`src/tbwd_pkg.sv`:
```
// Package with shared types and fp helpers for the two-bit weight dequantizer.
package tbwd_pkg;

   typedef enum logic {
      ACT_SCALE = 1'b0,
      ACT_CODES = 1'b1
   } action_type;

   typedef enum logic [1:0] {
      CODE_NEG  = 2'd0,
      CODE_ZERO = 2'd1,
      CODE_ONE  = 2'd2,
      CODE_TWO  = 2'd3
   } code_type;

   localparam logic [31:0] FP32_EXP_MASK    = 32'h7F80_0000;
   localparam logic [31:0] FP32_MANT_MASK   = 32'h007F_FFFF;
   localparam logic [31:0] FP32_SIGN        = 32'h8000_0000;
   localparam logic [31:0] FP32_QUIET       = 32'h0040_0000;
   localparam logic [31:0] FP32_DEFAULT_NAN = 32'hFFC0_0000;
   localparam logic [31:0] FP32_EXP_ONE     = 32'h0080_0000;

   // Exact half to single conversion.
   function automatic logic [31:0] half_to_single(input logic [15:0] h);
      logic [31:0] sign;
      logic [4:0]  ex;
      logic [9:0]  mant;
      logic [3:0]  lz;
      logic [10:0] m;
      logic [7:0]  fexp;
      sign = {h[15], 31'd0};
      ex   = h[14:10];
      mant = h[9:0];
      lz   = 4'd0;
      for (int i = 0; i < 10; i++) begin
         if (mant[i]) lz = 4'(10 - i);
      end
      m = {1'b0, mant} << lz;
      fexp = 8'd113 - {4'd0, lz};
      if (ex == 5'd0) begin
         if (mant == 10'd0) half_to_single = sign;
         else half_to_single = sign | {1'b0, fexp, m[9:0], 13'd0};
      end else if (ex == 5'h1F) begin
         half_to_single = sign | FP32_EXP_MASK | {9'd0, mant, 13'd0};
      end else begin
         half_to_single = sign | {1'b0, 8'({3'd0, ex} + 8'd112), mant, 13'd0};
      end
   endfunction

endpackage

```
`src/two_bit_weight_dequantizer.sv`:
```
// Top level of the two-bit weight dequantizer.
// Each req word is either a scale load (tuser 0, fp16 in tdata[15:0]) or a code byte
// (tuser 1, codes in tdata[23:16]). A scale load updates the block scale and gives no
// rsp word; a code byte gives one rsp word with four fp32 weights. One word is taken
// every cycle unless stalled; a result appears in the cycle after acceptance,
// via one output register that stalls the input only when full and not drained.
module two_bit_weight_dequantizer (
   input  logic         clock,
   input  logic         reset,
   input  logic         req_tvalid,
   output logic         req_tready,
   input  logic [23:0]  req_tdata,   // scale_half [15:0], code_byte [23:16]
   input  logic         req_tuser,   // action
   output logic         rsp_tvalid,
   input  logic         rsp_tready,
   output logic [127:0] rsp_tdata    // weight_a, weight_b, weight_c, weight_d from bit 0
);
   import tbwd_pkg::*;

   logic         take, load, emit;
   logic [31:0]  scale;
   logic [127:0] weights;
   logic         valid_ff, valid_in;
   logic [127:0] data_ff, data_in;

   assign req_tready = !valid_ff || rsp_tready;
   assign take = req_tvalid && req_tready;
   assign load = take && (action_type'(req_tuser) == ACT_SCALE);
   assign emit = take && (action_type'(req_tuser) == ACT_CODES);

   tbwd_scale u_scale (
      .clock(clock), .reset(reset), .load(load),
      .scale_half(req_tdata[15:0]), .scale(scale)
   );

   for (genvar i = 0; i < 4; i++) begin : g_lane
      tbwd_lane u_lane (
         .code(req_tdata[16 + 2*i +: 2]), .scale(scale), .weight(weights[32*i +: 32])
      );
   end

   assign valid_in = emit || (valid_ff && !rsp_tready);
   assign data_in  = emit ? weights : data_ff;

   always_ff @(posedge clock) begin
      if (reset) valid_ff <= 1'b0;
      else valid_ff <= valid_in;
   end

   always_ff @(posedge clock) begin
      data_ff <= data_in;
   end

   assign rsp_tvalid = valid_ff;
   assign rsp_tdata  = data_ff;

   a_emit: assert property (@(posedge clock) disable iff (reset) emit |=> rsp_tvalid)
      else $error("code word gave no result");
   a_stall: assert property (@(posedge clock) disable iff (reset)
      rsp_tvalid && !rsp_tready |=> rsp_tvalid && $stable(rsp_tdata))
      else $error("stalled result lost");
   a_noload: assert property (@(posedge clock) disable iff (reset)
      !(load && emit)) else $error("load and emit together");
endmodule

```
`src/tbwd_scale.sv`:
```
// Block scale register: converts and holds the current fp32 scale.
module tbwd_scale (
   input  logic        clock,
   input  logic        reset,
   input  logic        load,
   input  logic [15:0] scale_half,
   output logic [31:0] scale
);
   import tbwd_pkg::*;

   logic [31:0] scale_ff, scale_in;

   assign scale_in = load ? half_to_single(scale_half) : scale_ff;

   always_ff @(posedge clock) begin
      if (reset) scale_ff <= 32'd0;
      else scale_ff <= scale_in;
   end

   assign scale = scale_ff;

   a_hold: assert property (@(posedge clock) disable iff (reset)
      !$past(load) |-> $stable(scale_ff)) else $error("scale changed without load");
   a_reset: assert property (@(posedge clock) $past(reset) |-> scale_ff == 32'd0)
      else $error("scale not cleared by reset");
   a_zero: assert property (@(posedge clock) disable iff (reset)
      $past(load) && $past(scale_half[14:0]) == 15'd0 |-> scale_ff[30:0] == 31'd0)
      else $error("half zero not kept as zero");
endmodule

```
`src/tbwd_lane.sv`:
```
// One weight lane: multiplies the scale by code minus one on fp32 bits.
module tbwd_lane (
   input  logic [1:0]  code,
   input  logic [31:0] scale,
   output logic [31:0] weight
);
   import tbwd_pkg::*;

   logic is_nan, is_inf, is_zero;

   assign is_nan  = ((scale & FP32_EXP_MASK) == FP32_EXP_MASK) &&
                    ((scale & FP32_MANT_MASK) != 32'd0);
   assign is_inf  = ((scale & FP32_EXP_MASK) == FP32_EXP_MASK) &&
                    ((scale & FP32_MANT_MASK) == 32'd0);
   assign is_zero = scale[30:0] == 31'd0;

   always_comb begin
      weight = scale;
      if (is_nan) begin
         weight = scale | FP32_QUIET;
      end else begin
         unique case (code_type'(code))
            CODE_NEG:  weight = scale ^ FP32_SIGN;
            CODE_ZERO: weight = is_inf ? FP32_DEFAULT_NAN : (scale & FP32_SIGN);
            CODE_ONE:  weight = scale;
            CODE_TWO:  weight = (is_zero || is_inf) ? scale : scale + FP32_EXP_ONE;
            default:   weight = scale;
         endcase
      end
   end
endmodule
```
`config.mk`:
```
export PLATFORM = sky130hd
export DESIGN_NAME = two_bit_weight_dequantizer
export DESIGN_NICKNAME = d
export VERILOG_FILES = /design/src/tbwd_pkg.sv /design/src/two_bit_weight_dequantizer.sv /design/src/tbwd_scale.sv /design/src/tbwd_lane.sv
export SDC_FILE = /design/constraint.sdc
export NUM_CORES = 1
export LEC_CHECK = 0
export BUFFER_PORTS_ARGS = -buffer_cell sky130_fd_sc_hd__clkbuf_2
export CAP_MARGIN = 20
export CELL_PAD_IN_SITES_DETAIL_PLACEMENT = 1
export CELL_PAD_IN_SITES_GLOBAL_PLACEMENT = 2
export CORE_MARGIN = 1.5
export CORE_UTILIZATION = 36
export CTS_CLUSTER_DIAMETER = 50
export DETAILED_ROUTE_END_ITERATION = 6
export HOLD_SLACK_MARGIN = 0.02
export MAX_ROUTING_LAYER = met4
export PLACE_DENSITY_LB_ADDON = 0.2
export SLEW_MARGIN = 20
export SYNTH_ARGS = -nofsm -noshare
export SYNTH_HDL_FRONTEND = slang
export SYNTH_HIERARCHICAL = 1
export SYNTH_SLANG_ARGS = --single-unit
```
`constraint.sdc`:
```
create_clock -name clock -period 5.64 [get_ports clock]
set_input_delay 1.128 -clock clock [delete_from_list [all_inputs] [get_ports clock]]
set_output_delay 1.128 -clock clock [all_outputs]
set_load 0.02 [all_outputs]
```
### After elaboration in Yosys (flattened, before gate mapping)

Index checks and enable logic that the tools add are counted.

| operators by class | value |
|---|---|
| multiplexer cells | 23 |
| add/subtract/negate cells | 3 |
| eq/ne operators | 14 |
| bitwise logic cells | 5 |
| shift operators | 1 |
| reductions and logical operators | 20 |

Operators by type and width:

| operator | number |
|---|---|
| $pmux 32 s4 | 4 |
| $mux 32 | 9 |
| $or 32x31->32 | 2 |
| $mux 4 | 10 |
| $add 32x24->32 const B | 1 |
| $logic_not 32->1 | 1 |
| $or 32x23->32 | 1 |
| $reduce_bool 32->1 | 1 |
| $logic_not 31->1 | 1 |
| $eq 2x2->1 const B | 8 |
| $logic_not 10->1 | 1 |
| $shl 10x4->10 | 1 |
| $add 5x7->8 const B | 1 |
| $eq 2x1->1 const B | 4 |
| $eq 8x8->1 const B | 1 |
| $logic_not 2->1 | 4 |
| $sub 7x4->8 const A | 1 |
| $logic_and 1x1->1 | 6 |
| $eq 5x5->1 const B | 1 |
| $logic_not 5->1 | 1 |
| $logic_or 1x1->1 | 3 |
| $logic_not 1->1 | 2 |
| $not 1->1 | 2 |

| word-level totals | value |
|---|---|
| register bits after elaboration | 161 |
| input port bits | 29 |
| word-level logic and storage cells | 70 |

### Depth between registers and ports, before layout

Gate-level depths: netlist of run 1.

| depth | value |
|---|---|
| depth in word-level cells | 14 |
| mapped depth | 10 |

### Cells and area by module

The synthesis of run 1 kept the hierarchy.

Modules (own cells, without submodules):

| module | area an instance (um^2) | cells each | times used | seq. area each (um^2) |
|---|---|---|---|---|
| two_bit_weight_dequantizer | 3901.2 | 134 | 1 | 3863.7 |
| tbwd_lane at g_lane[0].u_lane ... | 609.3 | 94 | 3 | 0.0 |
| tbwd_scale | 1435.1 | 190 | 1 | 360.3 |
| tbwd_lane at g_lane[3].u_lane | 665.6 | 108 | 1 | 0.0 |

### Worst setup path after synthesis of run 1

Ideal clock, no wire load.

| timing | value |
|---|---|
| path type | in2reg |
| start | input rsp_tready |
| end | register data_ff[0] (netlist: rsp_tdata[0]), enable pin |
| path buffers | 0 |
| cell stages on the path | 2 |
| library setup time | 503 ps |
| data arrival time | 4297 ps |
| slack | 839 ps |
| path through | nand2b_4 and3_1 |

| between the ends | value |
|---|---|
| longest elaborated chain between the ends | 3 |

Ends and longest elaborated chain:

| what | RTL line | RTL |
|---|---|---|
| start: declaration | two_bit_weight_dequantizer.sv:15 | `input logic rsp_tready,` |
| $logic_or 1x1->1 | two_bit_weight_dequantizer.sv:26 | `assign req_tready = !valid_ff \|\| rsp_tready;` |
| $logic_and 1x1->1 | two_bit_weight_dequantizer.sv:27 | `assign take = req_tvalid && req_tready;` |
| $logic_and 1x1->1 | two_bit_weight_dequantizer.sv:29 | `assign emit = take && (action_type'(req_tuser) == ACT_CODES);` |
| net emit | two_bit_weight_dequantizer.sv:20 | `logic take, load, emit;` |
| end signal: assignment | two_bit_weight_dequantizer.sv:51 | `data_ff <= data_in;` |
| end: declaration | two_bit_weight_dequantizer.sv:24 | `logic [127:0] data_ff, data_in;` |

The timed path passes the listed nets, and every way through them passes these cells.
A chain may end at the register's enable or synchronous reset.

### Worst setup path in the final report of run 1

| timing | value |
|---|---|
| start | register u_scale.scale_ff[24] (netlist: u_scale/scale[24]) |
| end | register data_ff[113] (netlist: rsp_tdata[113]), data pin |

| between the ends | value |
|---|---|
| longest elaborated chain between the ends | 6 |
| elaborated cells between the ends (all ways) | 8 |
| classes of those cells | eq/ne (1); mux (3); reduce/logical (4) |

Ends and longest elaborated chain:

| what | RTL line | RTL |
|---|---|---|
| start: declaration | tbwd_scale.sv:11 | `logic [31:0] scale_ff, scale_in;` |
| start signal: assignment | tbwd_scale.sv:17 | `else scale_ff <= scale_in;` |
| $eq 8x8->1 | tbwd_lane.sv:11, tbwd_lane.sv:13 |  |
| $logic_and 1x1->1 | tbwd_lane.sv:13 | `assign is_inf = ((scale & FP32_EXP_MASK) == FP32_EXP_MASK) &&` |
| $logic_or 1x1->1 | tbwd_lane.sv:26 | `CODE_TWO: weight = (is_zero \|\| is_inf) ? scale : scale + FP32_EXP_ONE;` |
| $mux 32 | tbwd_lane.sv:26 |  |
| $pmux 32 s4 | tbwd_lane.sv:22 | `unique case (code_type'(code))` |
| $mux 32 (*) | tbwd_lane.sv:19 | `if (is_nan) begin` |
| net weights[113] | two_bit_weight_dequantizer.sv:22 | `logic [127:0] weights;` |

Mark *: on every way through the listed nets, which the timed path passes. The rest lies on a longest branch.

==> results of run 1 <==
==> cell families after synthesis <==
logic type | synth area share [%]
and+or+nand+nor | 24.9
AOI/OAI and AO/OA | 13.4
DFF | 53.9
buffers and inverters | 5.29
muxes | 1.34
adders and majority gates | 0.799
xor gates and xnor gates | 0.224
other | 0.0479
==> worst reg2reg max path, stage by stage, from the launching register on <==
cell	delay, ps
dfxtp_1	820
ha_1	320
and3_1	290
and3_1	320
o21ai_2	170
nand2_1	610
and2_1	240
==> cell usage in the layout (no fill, tap or decap), types with 7 or more instances in the layout <==
cell type  count
clkbuf_2     158
edfxtp_1     128
nand2_1       59
and2_2        57
nor2_1        41
a21oi_1       39
and2_1        31
nor4_1        27
nand3_1       26
nor3_1        25
inv_1         23
o21ai_0       20
dfxtp_1       18
clkbuf_16     17
conb_1        13
a211oi_1       9
buf_4          8
or3_1          7
a31oi_1        7
==> power groups by stage <==
stage | clock network, W | registers [W] | logic (W)
4_1_cts | 0.00116 | 0.00129 | 0.000352
2_1_floorplan | 0 | 0.00136 | 0.000195
3_3_place_gp | 0 | 0.00131 | 0.000347
3_5_place_dp | 0 | 0.00131 | 0.000350
6_report | 0.00113 | 0.00129 | 0.000356
5_1_grt | 0.00120 | 0.00129 | 0.000392
==> stage by stage <==
| step | utilization (%) | instances | hold WS (ps) |
|---|---|---|---|
| final | 44.2 | 1149 | 527 |
| after floorplan | - | 726 | 515 |
| after global placement | 41.4 | 1117 | 491 |
| after global routing | 44.2 | 1149 | 562 |
| after detailed placement | 41.4 | 1117 | 529 |
| after CTS | 44.2 | 1149 | 538 |
==> final timing paths <==
| path | cells after the start | to | start | slack (ps) |
|---|---|---|---|---|
| worst min-delay path | 2 | rsp_tvalid | rsp_tvalid | 530 |
| worst max-delay path | 6 | rsp_tdata[113] | u_scale/scale[24] | 2750 |
| worst min register to register | 2 | rsp_tvalid | rsp_tvalid | 530 |
| worst max register to register | 6 | rsp_tdata[113] | u_scale/scale[24] | 2750 |
==> sequential cells by signal, indices dropped and copies added, names as in the netlist <==
name	count
rsp_tvalid	1
u_scale/scale	18
rsp_tdata	128
==> layout make-up <==
cell class / instances / area (µm²) / area share, %
Inverter: 23 / 86.3 / 0.924
Clock inverter: 15 / 169 / 1.81
Timing Repair Buffer: 166 / 851 / 9.11
Tap cell: 275 / 344 / 3.68
Multi-Input combinational cell: 506 / 3240 / 34.7
Clock buffer: 17 / 425 / 4.55
Sequential cell: 147 / 4230 / 45.2
==> metal layers <==
| layer | vias to the layer above | part of all wire [%] | track usage, % |
|---|---|---|---|
| met3 | 22 | 3.9 | 2.94 |
| met4 | 0 | 1.3 | 6.23 |
| met5 | - | 0 | - |
| met1 | 3009 | 48 | 27.0 |
| li1 | 2959 | - | - |
| met2 | 161 | 47 | 32.0 |
==> impl_results.md, run 1 <==
* CTS Buffer Depth at 2
* EDFF count, synth at roughly 130
* Die W at between 150 and 200 µm
* Wire per inst at around 19 µm
* Leading post-synthesis cells by cell area: edfxtp_1, and2_2, dfxtp_1, nand2_1, a21oi_1
* Post-route ant nets at 0
* Htree depth at 4
* Critical Path Source Type: flip-flop
* Crit Path Class: flip-flop to flip-flop
* Pin count of the biggest net entering global routing at 58
* Total Power at 0.00277 W
* Design Area, Final at 9340 µm²
* Yosys warning count at 6
* Worst EP required at approximately 5900 ps
* Top_reg_cell synth: edfxtp_1
* Least-Margin Pin Slew at between 800 and 900 ps
* Internal power at 0.00200 W
* HP Class: flip-flop to flip-flop
* Initial Util at a little under two fifths
* Fillers at roughly 2400
* Synthesized flop and latch total at about 150
* Post-CTS setup buffers at 0
* DR iter-0 viols at 322
* Dpl ws at between 2000 and 2500 ps
* Skew-Pair Late Insertion Delay at around 430 ps
* CP peak stage delay at 820 ps
* Combinational share of power at between 10% and 20%
* DIE AREA at between 20000 and 25000 µm²
* Port Buffers at between 150 and 200
* Top-area cell type share of the netlist area at between 40% and 50%
* Clock root cell: clkbuf_16
* Peak VDD IR at around 0.18 mV
* Vias in the first global route at 6066
* Cells along the critical path: ha_1, and3_1, and3_1, o21ai_2, nand2_1, and2_1
* Slew Viols, Final at 0
* CP endpoint kind: flip-flop
* Clock power frac at between 40% and 50%
* Yosys cell types at 80
* Largest area contributor in the netlist: edfxtp_1
* Num ports at between 150 and 200
* Residual DRC at 0
* Global-route wire length before repair at ~34 mm
* Setup violators final at 0
* Drt first pass iters at 4
* Die height at approximately 150 µm
* CP max FO at 22
* Power per Cell Area at 297 nW/µm²
* Vias per cell at 5.35
* Sequential Power Share at between 40 and 50%
* RSZ-0062 raised after global routing: no
* Syn-to-layout area delta at 19.3%
* Final wirelength at roughly 22 mm
* Hold-fix buffers, CTS at 0
* CTS sink cnt at around 150
* Gr ovfl total at 0
* Crit path DAT at roughly 3200 ps
* Critical-path top delay cell: dfxtp_1
* Post-Syn Area per Cell at roughly 11 µm²
* Share of cells above drive strength 1 at 34.1%
* Placed Area at 8750 µm²
* Seq/Total Area, Yosys at 53.9%
* Syn Inst Count at ~700
* Core Region at approximately 21000 µm²
* Crit path buffers/inverters at 0
* Most frequent cell on the critical path: and3_1
* Final net count at a little under 900
* Psw at slightly below 0.0008 W
* Post-synth ARST share at 0%
* Setup TNS at 0 ps
* Post-Syn Area at slightly below 8000 µm²
* Slew Limit Headroom at between 40% and 50%
* Clock period minus worst slack at 2890 ps
* Final setup margin at between 2000 and 3000 ps
* GR Util All Layers at 20.3%
* Gpl congestion at between 0.8 and 0.9
* Static Leak at roughly 3.7 nW
* Hpwl dp at ~15 mm
* Final Cycle Share at 51.2%
* Delay-heaviest family, CP: simple AND/OR/NAND/NOR gates
* Final Hold Fails at 0
* CTS clk-pin slew, worst paths at about 70 ps
* TritonCTS buffer count at 17
* N_diodes at 0
* CTS tree: done
* Post-cts resize count at 0
* Maximum achievable frequency at about 350 MHz
* Initial antenna violation count at 0
* Top cells by count, synth: edfxtp_1, nand2_1, and2_2
* Worst Clk Skew at ~13 ps
* Most frequent cell after synthesis: edfxtp_1
* Max-Cap Viols at 0
* Status: completed
* Site Rows at 53
* Switch share at 28.0%
* DR vias at ~6200
Note: power is estimated with default switching activity, not from simulation.
==> run 2: changes to the inputs <==
--- a/config.mk
+++ b/config.mk
@@ -10,7 +10,7 @@
 export CELL_PAD_IN_SITES_DETAIL_PLACEMENT = 1
 export CELL_PAD_IN_SITES_GLOBAL_PLACEMENT = 2
 export CORE_MARGIN = 1.5
-export CORE_UTILIZATION = 36
+export CORE_UTILIZATION = 33
 export CTS_CLUSTER_DIAMETER = 50
 export DETAILED_ROUTE_END_ITERATION = 6
 export HOLD_SLACK_MARGIN = 0.02
==> constraint.sdc (replaced) <==
create_clock -name clock -period 2.45 [get_ports clock]
set_input_delay 0.49 -clock clock [delete_from_list [all_inputs] [get_ports clock]]
set_output_delay 0.49 -clock clock [all_outputs]
set_load 0.02 [all_outputs]
==> run 2 against run 1 <==
Effect of this change: count of clock-buffer cells in the layout unchanged; largest cell class unchanged; first-iteration DRC count increased by 17%; utilization decreased by 2.6 points; routed wire length increased by 9.2%; worst hold slack got worse by 220 ps; cell count increased by 7.0%; critical endpoint is now rsp_tdata[121].
==> impl_results.md, run 2 (synthesized netlist as in run 1, its figures left out) <==
* Status: completed
* Largest register FFs at ~130
* Num ports at around 160
* N_diodes at 0
* DIE AREA at 24700 µm²
* Worst Clk Skew at between 10 and 15 ps
* Slew Viols, Final at 0
* Gr ovfl total at 0
* Setup violators final at 0
* Placed instance count at 1197
* DR iter-0 viols at approximately 380
* Share of cells above drive strength 1 at 36.8%
* Global-route wire length before repair at 37.0 mm
* Clock period minus worst slack at 2240 ps
* Final wirelength at roughly 24 mm
* Least-Margin Pin Slew at just under 600 ps
* Power per Cell Area at 664 nW/µm²
* Gpl congestion at approximately 0.89
* CTS tree: done
* Critical Path Source Type: flip-flop
* Static Leak at just under 4 nW
* CTS sink cnt at 147
* Die height at around 160 µm
* Wire per inst at slightly below 20 µm
* Post-route ant nets at 0
* Hpwl dp at roughly 17 mm
* FF-to-FF path depth at 7
* Crit path DAT at between 2000 and 2500 ps
* Residual DRC at 0
* Initial Util at 33.5%
* Fin cells at ~1200
* Syn-to-layout area delta at 24.2%
* Skew-Pair Late Insertion Delay at 430 ps
* DR vias at between 6000 and 7000
* Setup TNS at 0 ps
* Die W at ~160 µm
* Core Region at between 20000 and 25000 µm²
* Vias per cell at roughly 5.2
* Max-Cap Viols at 0
* Final Cycle Share at ~92%
* Drt first pass iters at 4
* Peak VDD IR at about 0.37 mV
* Final Hold Fails at 0
* Post-CTS setup buffers at 0
* WHS Path Cells at 3
* Crit Path Class: flip-flop to flip-flop
* Htree depth at 4
* GR Util All Layers at 20.4%
* Clock root cell: clkbuf_16
* Vias in the first global route at 6406
* CP endpoint kind: flip-flop
* RSZ-0062 raised after global routing: no
* TritonCTS buffer count at 17
* Initial antenna violation count at 0
* Pin count of the biggest net entering global routing at 49
* Slew Limit Headroom at about three fifths
* CP max FO at 7
* HP Class: primary input to flip-flop
* Worst R2R Setup Slack at a little over 200 ps
* Commonest non-fill, non-tap cell in the layout: clkbuf_2
* Most frequent cells in the layout: clkbuf_2, edfxtp_1, nand2_1
* Maximum achievable frequency at ~450 MHz
* CTS clk-pin slew, worst paths at approximately 80 ps
* Site Rows at 56
* Port Buffers at ~160
* Fillers at 2647
* Post-cts resize count at 0
* Final net count at approximately 930
* Hold-fix buffers, CTS at 0
* Worst EP required at about 2600 ps
* CTS Buffer Depth at 2
## run 2: cell count changes in the layout (fill, tap and decap cells not counted), sizes merged
cell	before	now
clkinvlp	1	2
clkinv	6	3
inv	30	33
bufinv	1	0
buf	8	44
## run 2: worst paths after layout
path | start | to
setup reg to reg | u_scale/scale[24] | rsp_tdata[121]
hold reg to reg | rsp_tvalid | rsp_tvalid
setup / recovery | u_scale/scale[24] | rsp_tdata[121]
hold / removal | req_tuser | rsp_tvalid
## run 2: layer usage
layer	vias to the layer above	track usage (%)	share of wire [%]
met3	21	3.17	3.5
met5	-	-	0
li1	3030	-	-
met2	140	34.5	50
met4	0	5.88	1.4
met1	3147	25.2	45
## run 2: worst max-delay path, stage by stage, from the launching register on
cell	delay, ps
dfxtp_1	490
ha_1	260
and3_1	310
nand3_4	150
a211oi_4	430
nor2_1	100
a21oi_1	180
a311oi_1	60
## run 2: layout make-up
class	count	area [µm²]	area share, %
timing repair buffer	202	1180	12.2
inverter	23	86.3	0.888
tap	319	399	4.11
clock buffer	17	425	4.38
multi-input combinational	506	3250	33.4
clock inverter	15	155	1.60
sequential	147	4230	43.5
## run 2: power breakdown
group          switching (W)  internal, W
combinational       0.000578     0.000326
sequential         0.0000850      0.00287
clock                0.00124      0.00136
## run 2: through the flow
step | utilization (%) | setup WS [ps] | cell area [µm²] | hold slack, ps | total power [W]
2_1_floorplan | - | 157 | 7880 | 515 | 0.00358
3_3_place_gp | 39.0 | 121 | 9140 | 496 | 0.00388
3_5_place_dp | 39.0 | 44.9 | 9140 | 524 | 0.00390
4_1_cts | 41.5 | 147 | 9720 | 290 | 0.00650
5_1_grt | 41.5 | 16.5 | 9720 | 296 | 0.00670
6_report | 41.5 | 205 | 9720 | 304 | 0.00646
